[config.mk]
export PLATFORM = sky130hd
export DESIGN_NAME = tsfs_controller
export DESIGN_NICKNAME = d
export VERILOG_FILES = /design/src/rtl/tsfs_pkg.sv /design/src/rtl/tsfs_controller.sv
export SDC_FILE = /design/constraint.sdc
export NUM_CORES = 1
export LEC_CHECK = 0
export ABC_AREA = 1
export BUFFER_PORTS_ARGS = -buffer_cell sky130_fd_sc_hd__buf_2
export CORE_AREA = 2 2 39 41
export DETAILED_ROUTE_END_ITERATION = 10
export DIE_AREA = 0 0 41 43
export PLACE_DENSITY = 0.47
export RECOVER_POWER = 25
export REMOVE_ABC_BUFFERS = 1
export SLEW_MARGIN = 20
export SYNTH_ARGS = -nofsm -noshare
export SYNTH_HDL_FRONTEND = slang
export SYNTH_SLANG_ARGS = --single-unit
export TNS_END_PERCENT = 30
[constraint.sdc]
create_clock -name clk -period 1.8 [get_ports clk]
set_input_delay 0.36 -clock clk [delete_from_list [all_inputs] [get_ports clk]]
set_output_delay 0.36 -clock clk [all_outputs]
set_load 0.05 [all_outputs]
[src/rtl/tsfs_pkg.sv]
`timescale 1ns / 1ps
`default_nettype none

package tsfs_pkg;

    localparam int FRAC_BITS_DEF  = 16;
    localparam int COUNT_BITS_DEF = 16;
    localparam int SIGMA_SQ       = 9;
    localparam logic [15:0] MIN_LENGTH_RESET = 16'd16;
    localparam logic [15:0] MAX_LENGTH_RESET = 16'd1024;
    localparam logic [0:0] REG_MIN_LENGTH = 1'b0;
    localparam logic [0:0] REG_MAX_LENGTH = 1'b1;

    typedef enum logic [3:0] {
        ST_IDLE,
        ST_SQUARE,
        ST_DECIDE,
        ST_DIV_MEAN,
        ST_WAIT_MEAN,
        ST_DIV_SQ,
        ST_WAIT_SQ,
        ST_MEAN_SQ,
        ST_VAR,
        ST_OUT
    } state_t;

    typedef struct packed {
        logic load;
        logic square;
        logic decide;
        logic start_mean;
        logic start_sq;
        logic mean_square;
        logic update_var;
        logic out_valid;
    } ctrl_t;

    typedef struct packed {
        logic div_done;
    } status_t;

endpackage

`default_nettype wire

[src/rtl/tsfs_controller.sv]
`timescale 1ns / 1ps
`default_nettype none

module tsfs_controller (
    input  wire logic          clk,
    input  wire logic          rst_n,
    input  wire logic          in_valid,
    output logic               in_stall,
    output logic               out_valid,
    input  wire logic          out_stall,
    input  tsfs_pkg::status_t  status,
    output tsfs_pkg::ctrl_t    ctrl
);

    tsfs_pkg::state_t state_reg, state_next;

    always_comb
    begin
        state_next = state_reg;
        unique case (state_reg)
            tsfs_pkg::ST_IDLE:      if (in_valid) state_next = tsfs_pkg::ST_SQUARE;
            tsfs_pkg::ST_SQUARE:    state_next = tsfs_pkg::ST_DECIDE;
            tsfs_pkg::ST_DECIDE:    state_next = tsfs_pkg::ST_DIV_MEAN;
            tsfs_pkg::ST_DIV_MEAN:  state_next = tsfs_pkg::ST_WAIT_MEAN;
            tsfs_pkg::ST_WAIT_MEAN: if (status.div_done) state_next = tsfs_pkg::ST_DIV_SQ;
            tsfs_pkg::ST_DIV_SQ:    state_next = tsfs_pkg::ST_WAIT_SQ;
            tsfs_pkg::ST_WAIT_SQ:   if (status.div_done) state_next = tsfs_pkg::ST_MEAN_SQ;
            tsfs_pkg::ST_MEAN_SQ:   state_next = tsfs_pkg::ST_VAR;
            tsfs_pkg::ST_VAR:       state_next = tsfs_pkg::ST_OUT;
            tsfs_pkg::ST_OUT:       if (!out_stall) state_next = tsfs_pkg::ST_IDLE;
            default:                state_next = tsfs_pkg::ST_IDLE;
        endcase
    end

    always_comb
    begin
        ctrl             = '0;
        ctrl.load        = (state_reg == tsfs_pkg::ST_IDLE) && in_valid;
        ctrl.square      = (state_reg == tsfs_pkg::ST_SQUARE);
        ctrl.decide      = (state_reg == tsfs_pkg::ST_DECIDE);
        ctrl.start_mean  = (state_reg == tsfs_pkg::ST_DIV_MEAN);
        ctrl.start_sq    = (state_reg == tsfs_pkg::ST_DIV_SQ);
        ctrl.mean_square = (state_reg == tsfs_pkg::ST_MEAN_SQ);
        ctrl.update_var  = (state_reg == tsfs_pkg::ST_VAR);
        ctrl.out_valid   = (state_reg == tsfs_pkg::ST_OUT);
    end

    assign in_stall  = (state_reg != tsfs_pkg::ST_IDLE);
    assign out_valid = ctrl.out_valid;

    always_ff @(posedge clk or negedge rst_n)
    begin
        if (!rst_n)
        begin
            state_reg <= tsfs_pkg::ST_IDLE;
        end
        else
        begin
            state_reg <= state_next;
        end
    end

    a_out_hold: assert property (@(posedge clk) disable iff (!rst_n)
        out_valid && out_stall |=> out_valid)
        else $error("result dropped while stalled");
    a_one_start: assert property (@(posedge clk) disable iff (!rst_n)
        !(ctrl.start_mean && ctrl.start_sq))
        else $error("two divisions started together");
    a_busy_stall: assert property (@(posedge clk) disable iff (!rst_n)
        out_valid |-> in_stall)
        else $error("input taken while a result waits");

endmodule

`default_nettype wire

==> impl_summary.txt, run 1 <==
----------------------------------------------------
[Route]
  Pre-Repair DR Iteration Count ... 3
  Initial drt markers ... 7
  Detailed-route wire length ... between 700 and 800 µm
  Routed WL per cell ... roughly 9.6 µm
  Post-detailed-route DRC marker count ... 0
  Antenna viol nets, final ... 0
  Vias ... roughly 330
  Via density per instance ... roughly 4.2

[Clock tree]
  Number of clock sinks ... 4
  Level count of the clock H-tree ... 1
  Worst skew pair latency ... about 0.23 ns
  Buffers inserted by post-CTS timing repair ... 0
  TritonCTS clock tree ... yes
  Root cell of the clock tree ... clkbuf_4
  Clock transition at the register clock pins on the worst setup and hold paths after CTS ... about 0.04 ns
  Num CTS Buffers ... 3
  Clock Path Buffers ... 2

[Setup path]
  Delay of the slowest critical-path stage ... 0.43 ns
  Required time reported for the critical path endpoint ... 1.44 ns
  Nature of the critical path startpoint ... flop
  Crit-path max FO ... 6
  Critical Path Sink Type ... output port
  Cell chain of the critical path ... inv_2 -> nor2_4 -> inv_2 -> nor3_1 -> buf_2
  CP arrival ... 1.35 ns
  Cell with the largest stage delay on the worst path ... dfrtp_1
  Start point of the critical path ... state_reg[0]$_DFFE_PN0P_
  Crit path top cell by count ... inv_2
  Critical Setup Path Class ... flop to output port
  Startpoint of the worst register-to-register path ... state_reg[3]$_DFFE_PN0P_

[Timing]
  Worst-case setup margin in the final layout ... 0.0928 ns
  Normalized max-slew margin ... 0.829
  Final critical path time including I/O delays and setup ... around 1.7 ns
  Final number of setup-violating endpoints ... 0
  Final-layout setup total negative slack ... 0 ns
  Fraction of the cycle the final worst path needs ... 0.948
  Max-slew violation count ... 0
  Slew of the pin with the lowest slew margin ... around 0.26 ns
  Setup repair after global routing missed its margin ... no
  Final Hold Viols ... 0
  Highest clock frequency the design can meet ... 586 MHz
  Clock skew after layout ... around 0.0026 ns

[Die]
  Core Region ... between 0.001 and 0.0015 mm²
  I/O pin total ... 15
  Effective utilization at floorplan ... 0.215
  Width of the die ... just over 40 µm
  DIE HEIGHT ... ~43 µm
  Cell row count ... 14
  Die area ... between 0.0015 and 0.002 mm²

[Yosys]
  #FFs+latches synth ... 4
  Proportion of synthesized chip area in sequential cells ... 0.336
  Number of distinct library cell variants in the gate-level netlist after synthesis ... 13
  Post-synthesis cell count ... between 40 and 50
  Cell Area, Synth ... between 200 and 300 µm²
  Average size of a mapped cell ... between 6 and 7 µm²
  Yosys warnings ... 0

[Final layout]
  Flip-flop count of the largest register, all copies and words added ... 4
  Post-layout nets ... 69
  Synth-to-Final Area Change ... 39.1%
  Count of fill cells added during filler insertion ... 150
  Cell Count, Final, Fillers Out ... between 70 and 80
  Fraction of final layout cells sized beyond drive strength 1 ... 0.419
  Share of the core filled with cells in the final layout ... 0.299
  Antenna cell count ... 0

[Place]
  Number of I/O port buffers ... 14
  Final weighted congestion in routability-driven placement ... 0.723
  Post-DP HPWL ... between 600 and 700 µm
  Count of placed standard cells including taps ... 74
  Post-placement worst setup slack ... between 0.3 and 0.4 ns

[Min path]
  Startpoint of the worst hold path ... out_stall
  Class of the worst hold path ... input pin to flop

[Global routing]
  All-layer global routing usage ... 0.101
  Initial antenna violation count ... 0
  Number of global-route vias before repair ... 313
  Largest net degree at the start of global routing ... 7
  Leftover overflow at the end of global routing ... 0
  Global-route wire length before repair ... between 1 and 1.5 mm

[Outcome]
  Run status ... completed

[Job]
  Max-Cap Viols ... 0

----------------------------------------------------
## path summary, 6_finish.rpt
path                                       endpoint  slack, ns  cells after the start
setup / recovery                            ctrl[0]       0.09                      5
min in group asynchronous  state_reg[1]$_DFFE_PN0P_       0.48                      2
max in group asynchronous  state_reg[0]$_DFFE_PN0P_       1.14                      2
hold / removal             state_reg[3]$_DFFE_PN0P_       0.43                      3
hold reg to reg            state_reg[1]$_DFFE_PN0P_       0.53                      1
setup reg to reg           state_reg[2]$_DFFE_PN0P_       0.76                      5
## per-stage QoR
stage          cell area [µm²]  hold slack (ns)
2_1_floorplan              290           0.0644
3_3_place_gp               380            0.170
4_1_cts                    413            0.426
5_1_grt                    414            0.458
6_report                   414            0.432
3_5_place_dp               380            0.168
## per-layer routing
layer | routed length (µm) | track usage
met1 | 331 | 0.112
met2 | 361 | 0.159
met3 | 52 | 0.0157
met4 | 0 | 0.0800
met5 | 0 | 0
## layout by cell type, fill, tap and decap left out
master	Yosys	layout
a21oi_1	2	2
buf_2	0	12
nand3_1	2	2
nand2_1	8	8
nor3_1	3	3
inv_1	4	4
inv_2	3	3
buf_4	1	1
dlygate4sd3_1	0	1
dfrtp_1	4	4
nor2_4	2	2
clkbuf_1	0	1
nor3_2	1	1
clkbuf_4	0	3
nand2_2	1	1
nor2_2	3	3
nor2_1	11	11
## synth_stat cells (all sizes together)
cell type,instances,area [µm²]
nor2,16,82.6
nand2,9,36.3
nor3,4,25.0
dfrtp,4,100
a21oi,2,10.0
inv,7,26.3
buf,1,7.51
nand3,2,10.0
## logic make-up after synthesis
family / share of synthesized area
flip-flops: 0.336
AND/OR/NAND/NOR: 0.517
AO/OA/AOI/OAI: 0.0336
buffers and inverters: 0.113
## critical path: cells and delay by family (launching register included)
family | cells | cell delay (ns)
simple gates | 2 | 0.25
buf+inv | 3 | 0.43
flops | 1 | 0.43
## area by class of cell
cell class	count	area (µm²)	share of cell area
Multi-Input combinational cell	33	164	0.396
Tap cell	16	20.0	0.0483
Sequential cell	4	100	0.242
Timing Repair Buffer	15	81.3	0.196
Inverter	7	26.3	0.0634
Clock buffer	3	22.5	0.0544
## repair_timing
action,CTS,global route
endpoints found under the setup margin,0,1
hold buffers,1,0
resized for setup,0,2
endpoints found under the hold margin,4,0
Power of run 1 is not shown: default switching activity piles up to over one toggle a cycle in this logic, so the estimate is an artifact.
==> run 2, diff against run 1 <==
--- a/config.mk
+++ b/config.mk
@@ -11,4 +11,5 @@
 export DETAILED_ROUTE_END_ITERATION = 10
 export DIE_AREA = 0 0 41 43
+export MAX_ROUTING_LAYER = met4
 export PLACE_DENSITY = 0.47
 export RECOVER_POWER = 25
==> constraint.sdc (replaced) <==
create_clock -name clk -period 1.8 [get_ports clk]
set_input_delay 0.27 -clock clk [delete_from_list [all_inputs] [get_ports clk]]
set_output_delay 0.27 -clock clk [all_outputs]
set_load 0.05 [all_outputs]
==> impl_summary.txt, run 2 (same netlist as run 1, synthesis figures left out) <==
----------------------------------------------------
[Setup path]
  Crit-path max FO ... 6 (unchanged)
  Gate family responsible for the most delay along the worst path ... flip-flops (unchanged)
  CP arrival ... 1.37 ns (was 1.35 ns)
  Cell with the largest stage delay on the worst path ... dfrtp_1 (unchanged)
  Delay of the slowest critical-path stage ... 0.46 ns (was 0.43 ns)
  CP Buf/Inv Count ... 2 (was 3)
  Critical Setup Path Class ... flop to output port (unchanged)
  Nature of the critical path startpoint ... flop (unchanged)
  Cell chain of the critical path ... nor2_2 -> inv_2 -> nor3_1 -> buf_2 (was inv_2 -> nor2_4 -> inv_2 -> nor3_1 -> buf_2)
  Critical Path Sink Type ... output port (unchanged)
  Startpoint of the worst register-to-register path ... state_reg[3]$_DFFE_PN0P_ (unchanged)
  Required time reported for the critical path endpoint ... 1.53 ns (was 1.44 ns)
  Start point of the critical path ... state_reg[2]$_DFFE_PN0P_ (was state_reg[0]$_DFFE_PN0P_)

[Clock tree]
  Num CTS Buffers ... 3 (unchanged)
  TritonCTS clock tree ... yes (unchanged)
  Clock transition at the register clock pins on the worst setup and hold paths after CTS ... 0.04 ns (about the same)
  Clock Path Buffers ... 2 (unchanged)
  Root cell of the clock tree ... clkbuf_4 (unchanged)
  Buffers inserted by post-CTS timing repair ... 0 (unchanged)
  Level count of the clock H-tree ... 1 (unchanged)
  Number of instances resized during post-cts repair ... 0 (unchanged)
  Worst skew pair latency ... 0.23 ns (about the same)
  Number of clock sinks ... 4 (unchanged)

[Min path]
  Startpoint of the worst hold path ... out_stall (unchanged)
  Class of the worst hold path ... input pin to flop (unchanged)

[Place]
  Count of placed standard cells including taps ... 74 (unchanged)
  Final weighted congestion in routability-driven placement ... 0.731 (was 0.723)
  Post-DP HPWL ... 617 µm (unchanged)
  Post-placement worst setup slack ... 0.414 ns (was 0.324 ns)
  Number of I/O port buffers ... 14 (unchanged)

[Final layout]
  Sequential cell area in the final layout ... 100 µm² (unchanged)
  Count of fill cells added during filler insertion ... 151 (was 150)
  Synth-to-Final Area Change ... 38.2% (was 39.1%)
  Fraction of final layout cells sized beyond drive strength 1 ... 0.419 (unchanged)
  Leading cell type in the layout, fill and taps excluded ... buf_2 (unchanged)
  Post-layout nets ... 69 (unchanged)
  Most frequent cells in the layout ... buf_2, nor2_1, nand2_1 (unchanged)
  Cell Count, Final, Fillers Out ... 78 (unchanged)
  Flip-flop count of the largest register, all copies and words added ... 4 (unchanged)
  Area of the multi-input gates ... 164 µm² (unchanged)
  Antenna cell count ... 0 (unchanged)

[Timing]
  Final Hold Viols ... 0 (unchanged)
  Normalized max-slew margin ... 0.829 (unchanged)
  Clock skew after layout ... 0.00257 ns (unchanged)
  Final critical path time including I/O delays and setup ... 1.64 ns (was 1.71 ns)
  Max-slew violation count ... 0 (unchanged)
  Worst-case setup margin in the final layout ... 0.164 ns (was 0.0928 ns)
  Slew of the pin with the lowest slew margin ... 0.256 ns (unchanged)
  Final number of setup-violating endpoints ... 0 (unchanged)
  Highest clock frequency the design can meet ... 611 MHz (was 586 MHz)
  Setup repair after global routing missed its margin ... no (unchanged)
  Fraction of the cycle the final worst path needs ... 0.909 (was 0.948)

[Global routing]
  Number of global-route vias before repair ... 313 (unchanged)
  Peak-usage layer in the global routing report ... met2 (unchanged)
  Leftover overflow at the end of global routing ... 0 (unchanged)
  Global routing met1 resource utilization ... 0.112 (unchanged)
  Largest net degree at the start of global routing ... 7 (unchanged)
  Met2 Use GR ... 0.159 (unchanged)
  Met3 Use GR ... 0.0157 (unchanged)
  All-layer global routing usage ... 0.104 (was 0.101)
  Initial antenna violation count ... 0 (unchanged)
  Global-route wire length before repair ... 1.17 mm (unchanged)

[Outcome]
  Run status ... completed (unchanged)

[Die]
  I/O pin total ... 15 (unchanged)
  Core Region ... 0.00138 mm² (unchanged)
  Cell row count ... 14 (unchanged)
  Effective utilization at floorplan ... 0.215 (unchanged)
  DIE HEIGHT ... 43 µm (unchanged)
  Width of the die ... 41 µm (unchanged)
  Die area ... 0.00176 mm² (unchanged)

[Route]
  Pre-Repair DR Iteration Count ... 3 (unchanged)
  Initial drt markers ... 7 (unchanged)
  Post-detailed-route DRC marker count ... 0 (unchanged)
  Via density per instance ... 4.19 (unchanged)
  Routed WL per cell ... 9.56 µm (was 9.55 µm)
  Antenna viol nets, final ... 0 (unchanged)
  Vias ... 327 (unchanged)
  Detailed-route wire length ... 746 µm (was 745 µm)

[Job]
  Max-Cap Viols ... 0 (unchanged)

----------------------------------------------------
## run 2: cell types whose count changed in the layout (fill, tap and decap cells not counted)
cell | previous run | this run
buf_2 | 12 | 13
buf_4 | 1 | 0
## run 2: routing by layer
layer	vias up	part of all wire	routed length, µm
met1	146	0.44	331
met5	-	0	0
met2	10	0.49	362
li1	171	-	-
met3	0	0.070	52
met4	0	0	0
## run 2: area by class of cell
type | count | area share
Tap cell | 16 | 0.0486
Multi-Input combinational cell | 33 | 0.398
Clock buffer | 3 | 0.0547
Timing Repair Buffer | 15 | 0.191
Sequential cell | 4 | 0.243
Inverter | 7 | 0.0638
## run 2: worst reg2reg max path, cell delays in order (launching register included)
cell and delay, ns:
dfrtp_1 0.42, inv_1 0.16, nand2_2 0.12, nor3_1 0.15, nor2_1 0.06, nand2_1 0.06
## run 2: final timing paths
path | depth (start not counted) | endpoint | slack, ns
worst max register to register | 5 | state_reg[2]$_DFFE_PN0P_ | 0.76
min in group asynchronous | 2 | state_reg[1]$_DFFE_PN0P_ | 0.39
worst min register to register | 1 | state_reg[1]$_DFFE_PN0P_ | 0.53
max in group asynchronous | 2 | state_reg[0]$_DFFE_PN0P_ | 1.23
worst max-delay path | 4 | ctrl[5] | 0.16
worst min-delay path | 3 | state_reg[3]$_DFFE_PN0P_ | 0.34
## run 2: through the flow
| step | cell area, µm² | setup TNS [ns] | hold slack, ns | utilization |
|---|---|---|---|---|
| detailed placement | 380 | 0 | 0.0778 | 0.275 |
| CTS | 413 | 0 | 0.336 | 0.298 |
| global placement | 380 | 0 | 0.0796 | 0.275 |
| finish | 412 | 0 | 0.342 | 0.297 |
| global route | 412 | 0 | 0.368 | 0.297 |
| floorplan | 290 | -2.54 | -0.0256 | - |
## run 2: repair_timing
item / CTS / global route
endpoints found under the setup margin: 0 / 0
hold endpoints to repair: 4 / 0
hold buffers: 1 / 0
Power of run 2 is left out for the same reason.
==> run 3, diff against run 2 <==
- ABC_AREA: 1 -> unset
- CELL_PAD_IN_SITES_DETAIL_PLACEMENT: unset -> 1
- CELL_PAD_IN_SITES_GLOBAL_PLACEMENT: unset -> 1
- PLACE_DENSITY: 0.47 -> 0.59
==> impl_summary.txt, run 3 <==
----------------------------------------------------
[Yosys]
  Primary flip-flop cell chosen by synthesis mapping ... dfrtp_1 (unchanged)
  Area fraction of the dominant cell type after synthesis ... 0.372 (was 0.336)
  Post-synthesis cell count ... 34 (was 45)
  Proportion of synthesized chip area in sequential cells ... 0.372 (was 0.336)
  Yosys warnings ... 0 (unchanged)
  Most frequent cell after synthesis ... nor2_1 (unchanged)
  Number of distinct library cell variants in the gate-level netlist after synthesis ... 16 (was 13)
  Cell Area, Synth ... 269 µm² (was 298 µm²)
  #FFs+latches synth ... 4 (unchanged)
  EDFF count, synth ... 0 (unchanged)
  Share of flip-flops with an asynchronous set or reset after synthesis ... 1.00 (unchanged)
  Most frequent cells after synthesis ... nor2_1, nand2b_1, dfrtp_1, nor3_1 (was nor2_1, nand2_1, dfrtp_1, inv_1)
  Average size of a mapped cell ... 7.91 µm² (was 6.62 µm²)
  Library cell with the largest summed area after synthesis ... dfrtp_1 (unchanged)
  Biggest area contributors in the synthesized netlist ... dfrtp_1, nand2b_1, nor2_1 (was dfrtp_1, nor2_1, nand2_1)

[Final layout]
  Leading cell type in the layout, fill and taps excluded ... buf_2 (unchanged)
  Count of fill cells added during filler insertion ... 175 (was 151)
  Area of the multi-input gates ... 148 µm² (was 164 µm²)
  Final Instance Area ... 373 µm² (was 412 µm²)
  Sequential cell area in the final layout ... 100 µm² (unchanged)
  Antenna cell count ... 0 (unchanged)
  Most frequent cells in the layout ... buf_2, nor2_1, nand2b_1 (was buf_2, nor2_1, nand2_1)
  Flip-flop count of the largest register, all copies and words added ... 4 (unchanged)
  Synth-to-Final Area Change ... 38.6% (was 38.2%)
  Fraction of final layout cells sized beyond drive strength 1 ... 0.367 (was 0.419)
  Share of the core filled with cells in the final layout ... 0.269 (was 0.297)
  Post-layout nets ... 56 (was 69)

[Die]
  Width of the die ... 41 µm (unchanged)
  Die area ... 0.00176 mm² (unchanged)
  Effective utilization at floorplan ... 0.194 (was 0.215)
  Cell row count ... 14 (unchanged)
  I/O pin total ... 15 (unchanged)
  DIE HEIGHT ... 43 µm (unchanged)
  Core Region ... 0.00138 mm² (unchanged)

[Route]
  Routed WL per cell ... 10.2 µm (was 9.56 µm)
  Post-detailed-route DRC marker count ... 0 (unchanged)
  Initial drt markers ... 1 (was 7)
  Detailed-route wire length ... 665 µm (was 746 µm)
  Via density per instance ... 4.23 (was 4.19)
  Vias ... 275 (was 327)
  Pre-Repair DR Iteration Count ... 2 (was 3)
  Antenna viol nets, final ... 0 (unchanged)

[Timing]
  Final Hold Viols ... 0 (unchanged)
  Max-slew violation count ... 0 (unchanged)
  Normalized max-slew margin ... 0.802 (was 0.829)
  Highest clock frequency the design can meet ... 602 MHz (was 611 MHz)
  Setup repair after global routing missed its margin ... no (unchanged)
  Final number of setup-violating endpoints ... 0 (unchanged)
  Final critical path time including I/O delays and setup ... 1.66 ns (was 1.64 ns)
  Fraction of the cycle the final worst path needs ... 0.923 (was 0.909)
  Slew of the pin with the lowest slew margin ... 0.297 ns (was 0.256 ns)
  WHS ... 0.296 ns (was 0.342 ns)
  Clock skew after layout ... 0.00483 ns (was 0.00257 ns)

[Job]
  Max-Cap Viols ... 0 (unchanged)

[Setup path]
  CP arrival ... 1.39 ns (was 1.37 ns)
  Number of cells on the worst reg-to-reg path ... 3 (was 5)
  Required time reported for the critical path endpoint ... 1.53 ns (about the same)
  Critical Setup Path Class ... flop to output port (unchanged)
  Critical Path Sink Type ... output port (unchanged)
  Nature of the critical path startpoint ... flop (unchanged)
  Crit-path max FO ... 8 (was 6)

[Clock tree]
  Root cell of the clock tree ... clkbuf_4 (unchanged)
  Worst skew pair latency ... 0.23 ns (about the same)
  TritonCTS clock tree ... yes (unchanged)
  Level count of the clock H-tree ... 1 (unchanged)
  Number of instances resized during post-cts repair ... 0 (unchanged)
  Clock Path Buffers ... 2 (unchanged)
  Number of clock sinks ... 4 (unchanged)
  Clock transition at the register clock pins on the worst setup and hold paths after CTS ... 0.04 ns (about the same)
  Num CTS Buffers ... 3 (unchanged)

[Global routing]
  Initial antenna violation count ... 0 (unchanged)
  Number of global-route vias before repair ... 262 (was 313)
  Largest net degree at the start of global routing ... 11 (was 7)
  Global-route wire length before repair ... 1.17 mm (about the same)
  Leftover overflow at the end of global routing ... 0 (unchanged)
  All-layer global routing usage ... 0.0991 (was 0.104)

[Place]
  Number of I/O port buffers ... 14 (unchanged)
  Instance area at placement ... 342 µm² (was 380 µm²)
  Post-DP HPWL ... 528 µm (was 617 µm)
  Final weighted congestion in routability-driven placement ... 0.657 (was 0.731)

[Outcome]
  Run status ... completed (unchanged)

[Min path]
  Hold Path Stages ... 2 (was 3)
  Class of the worst hold path ... input pin to flop (unchanged)

----------------------------------------------------
run 3: worst paths after layout:
path	startpoint	end	slack [ns]
max	state_reg[1]$_DFFE_PN0P_	ctrl[6]	0.14
min	out_stall	state_reg[0]$_DFFE_PN0P_	0.30
max reg2reg	state_reg[2]$_DFFE_PN0P_	state_reg[0]$_DFFE_PN0P_	0.71
min reg2reg	state_reg[3]$_DFFE_PN0P_	state_reg[1]$_DFFE_PN0P_	0.62
max in group asynchronous	rst_n	state_reg[3]$_DFFE_PN0P_	1.22
min in group asynchronous	rst_n	state_reg[1]$_DFFE_PN0P_	0.40
run 3: metal layers:
layer / GRT usage / part of all wire / vias up
li1: - / - / 143
met1: 0.146 / 0.46 / 124
met3: 0.0157 / 0.057 / 0
met2: 0.122 / 0.48 / 8
met5: - / 0 / -
met4: 0.0600 / 0 / 0
run 3: critical path, stage by stage, from the launching register on:
cell      delay [ns]
dfrtp_1         0.46
nand2b_1        0.24
nor3_1          0.17
buf_2           0.29
run 3: stage by stage:
stage / TNS, ns / worst slack (ns) / instances
CTS: 0 / 0.107 / 65
finish: 0 / 0.139 / 65
global route: 0 / 0.0302 / 65
global placement: 0 / 0.368 / 61
detailed placement: 0 / 0.368 / 61
floorplan: -1.25 / -0.372 / 31
run 3: logic make-up (layout without fill, tap and decap cells):
kind of cell | count (synthesis) | count (layout) | synth area share
compound gates | 5 | 5 | 0.153
xor+xnor | 1 | 1 | 0.0326
buf+inv | 4 | 19 | 0.0791
flops | 4 | 4 | 0.372
simple gates | 20 | 20 | 0.363
run 3: cell type report:
type / count / share of cell area
inverter: 1 / 0.0101
multi-input combinational: 26 / 0.396
timing repair buffer: 15 / 0.211
clock buffer: 3 / 0.0604
sequential: 4 / 0.268
tap: 16 / 0.0537
run 3: timing repair:
item	in CTS	in global routing
endpoints found under the hold margin	4	0
buffers inserted	0	0
hold buffers	1	0
Power of run 3 is left out for the same reason.
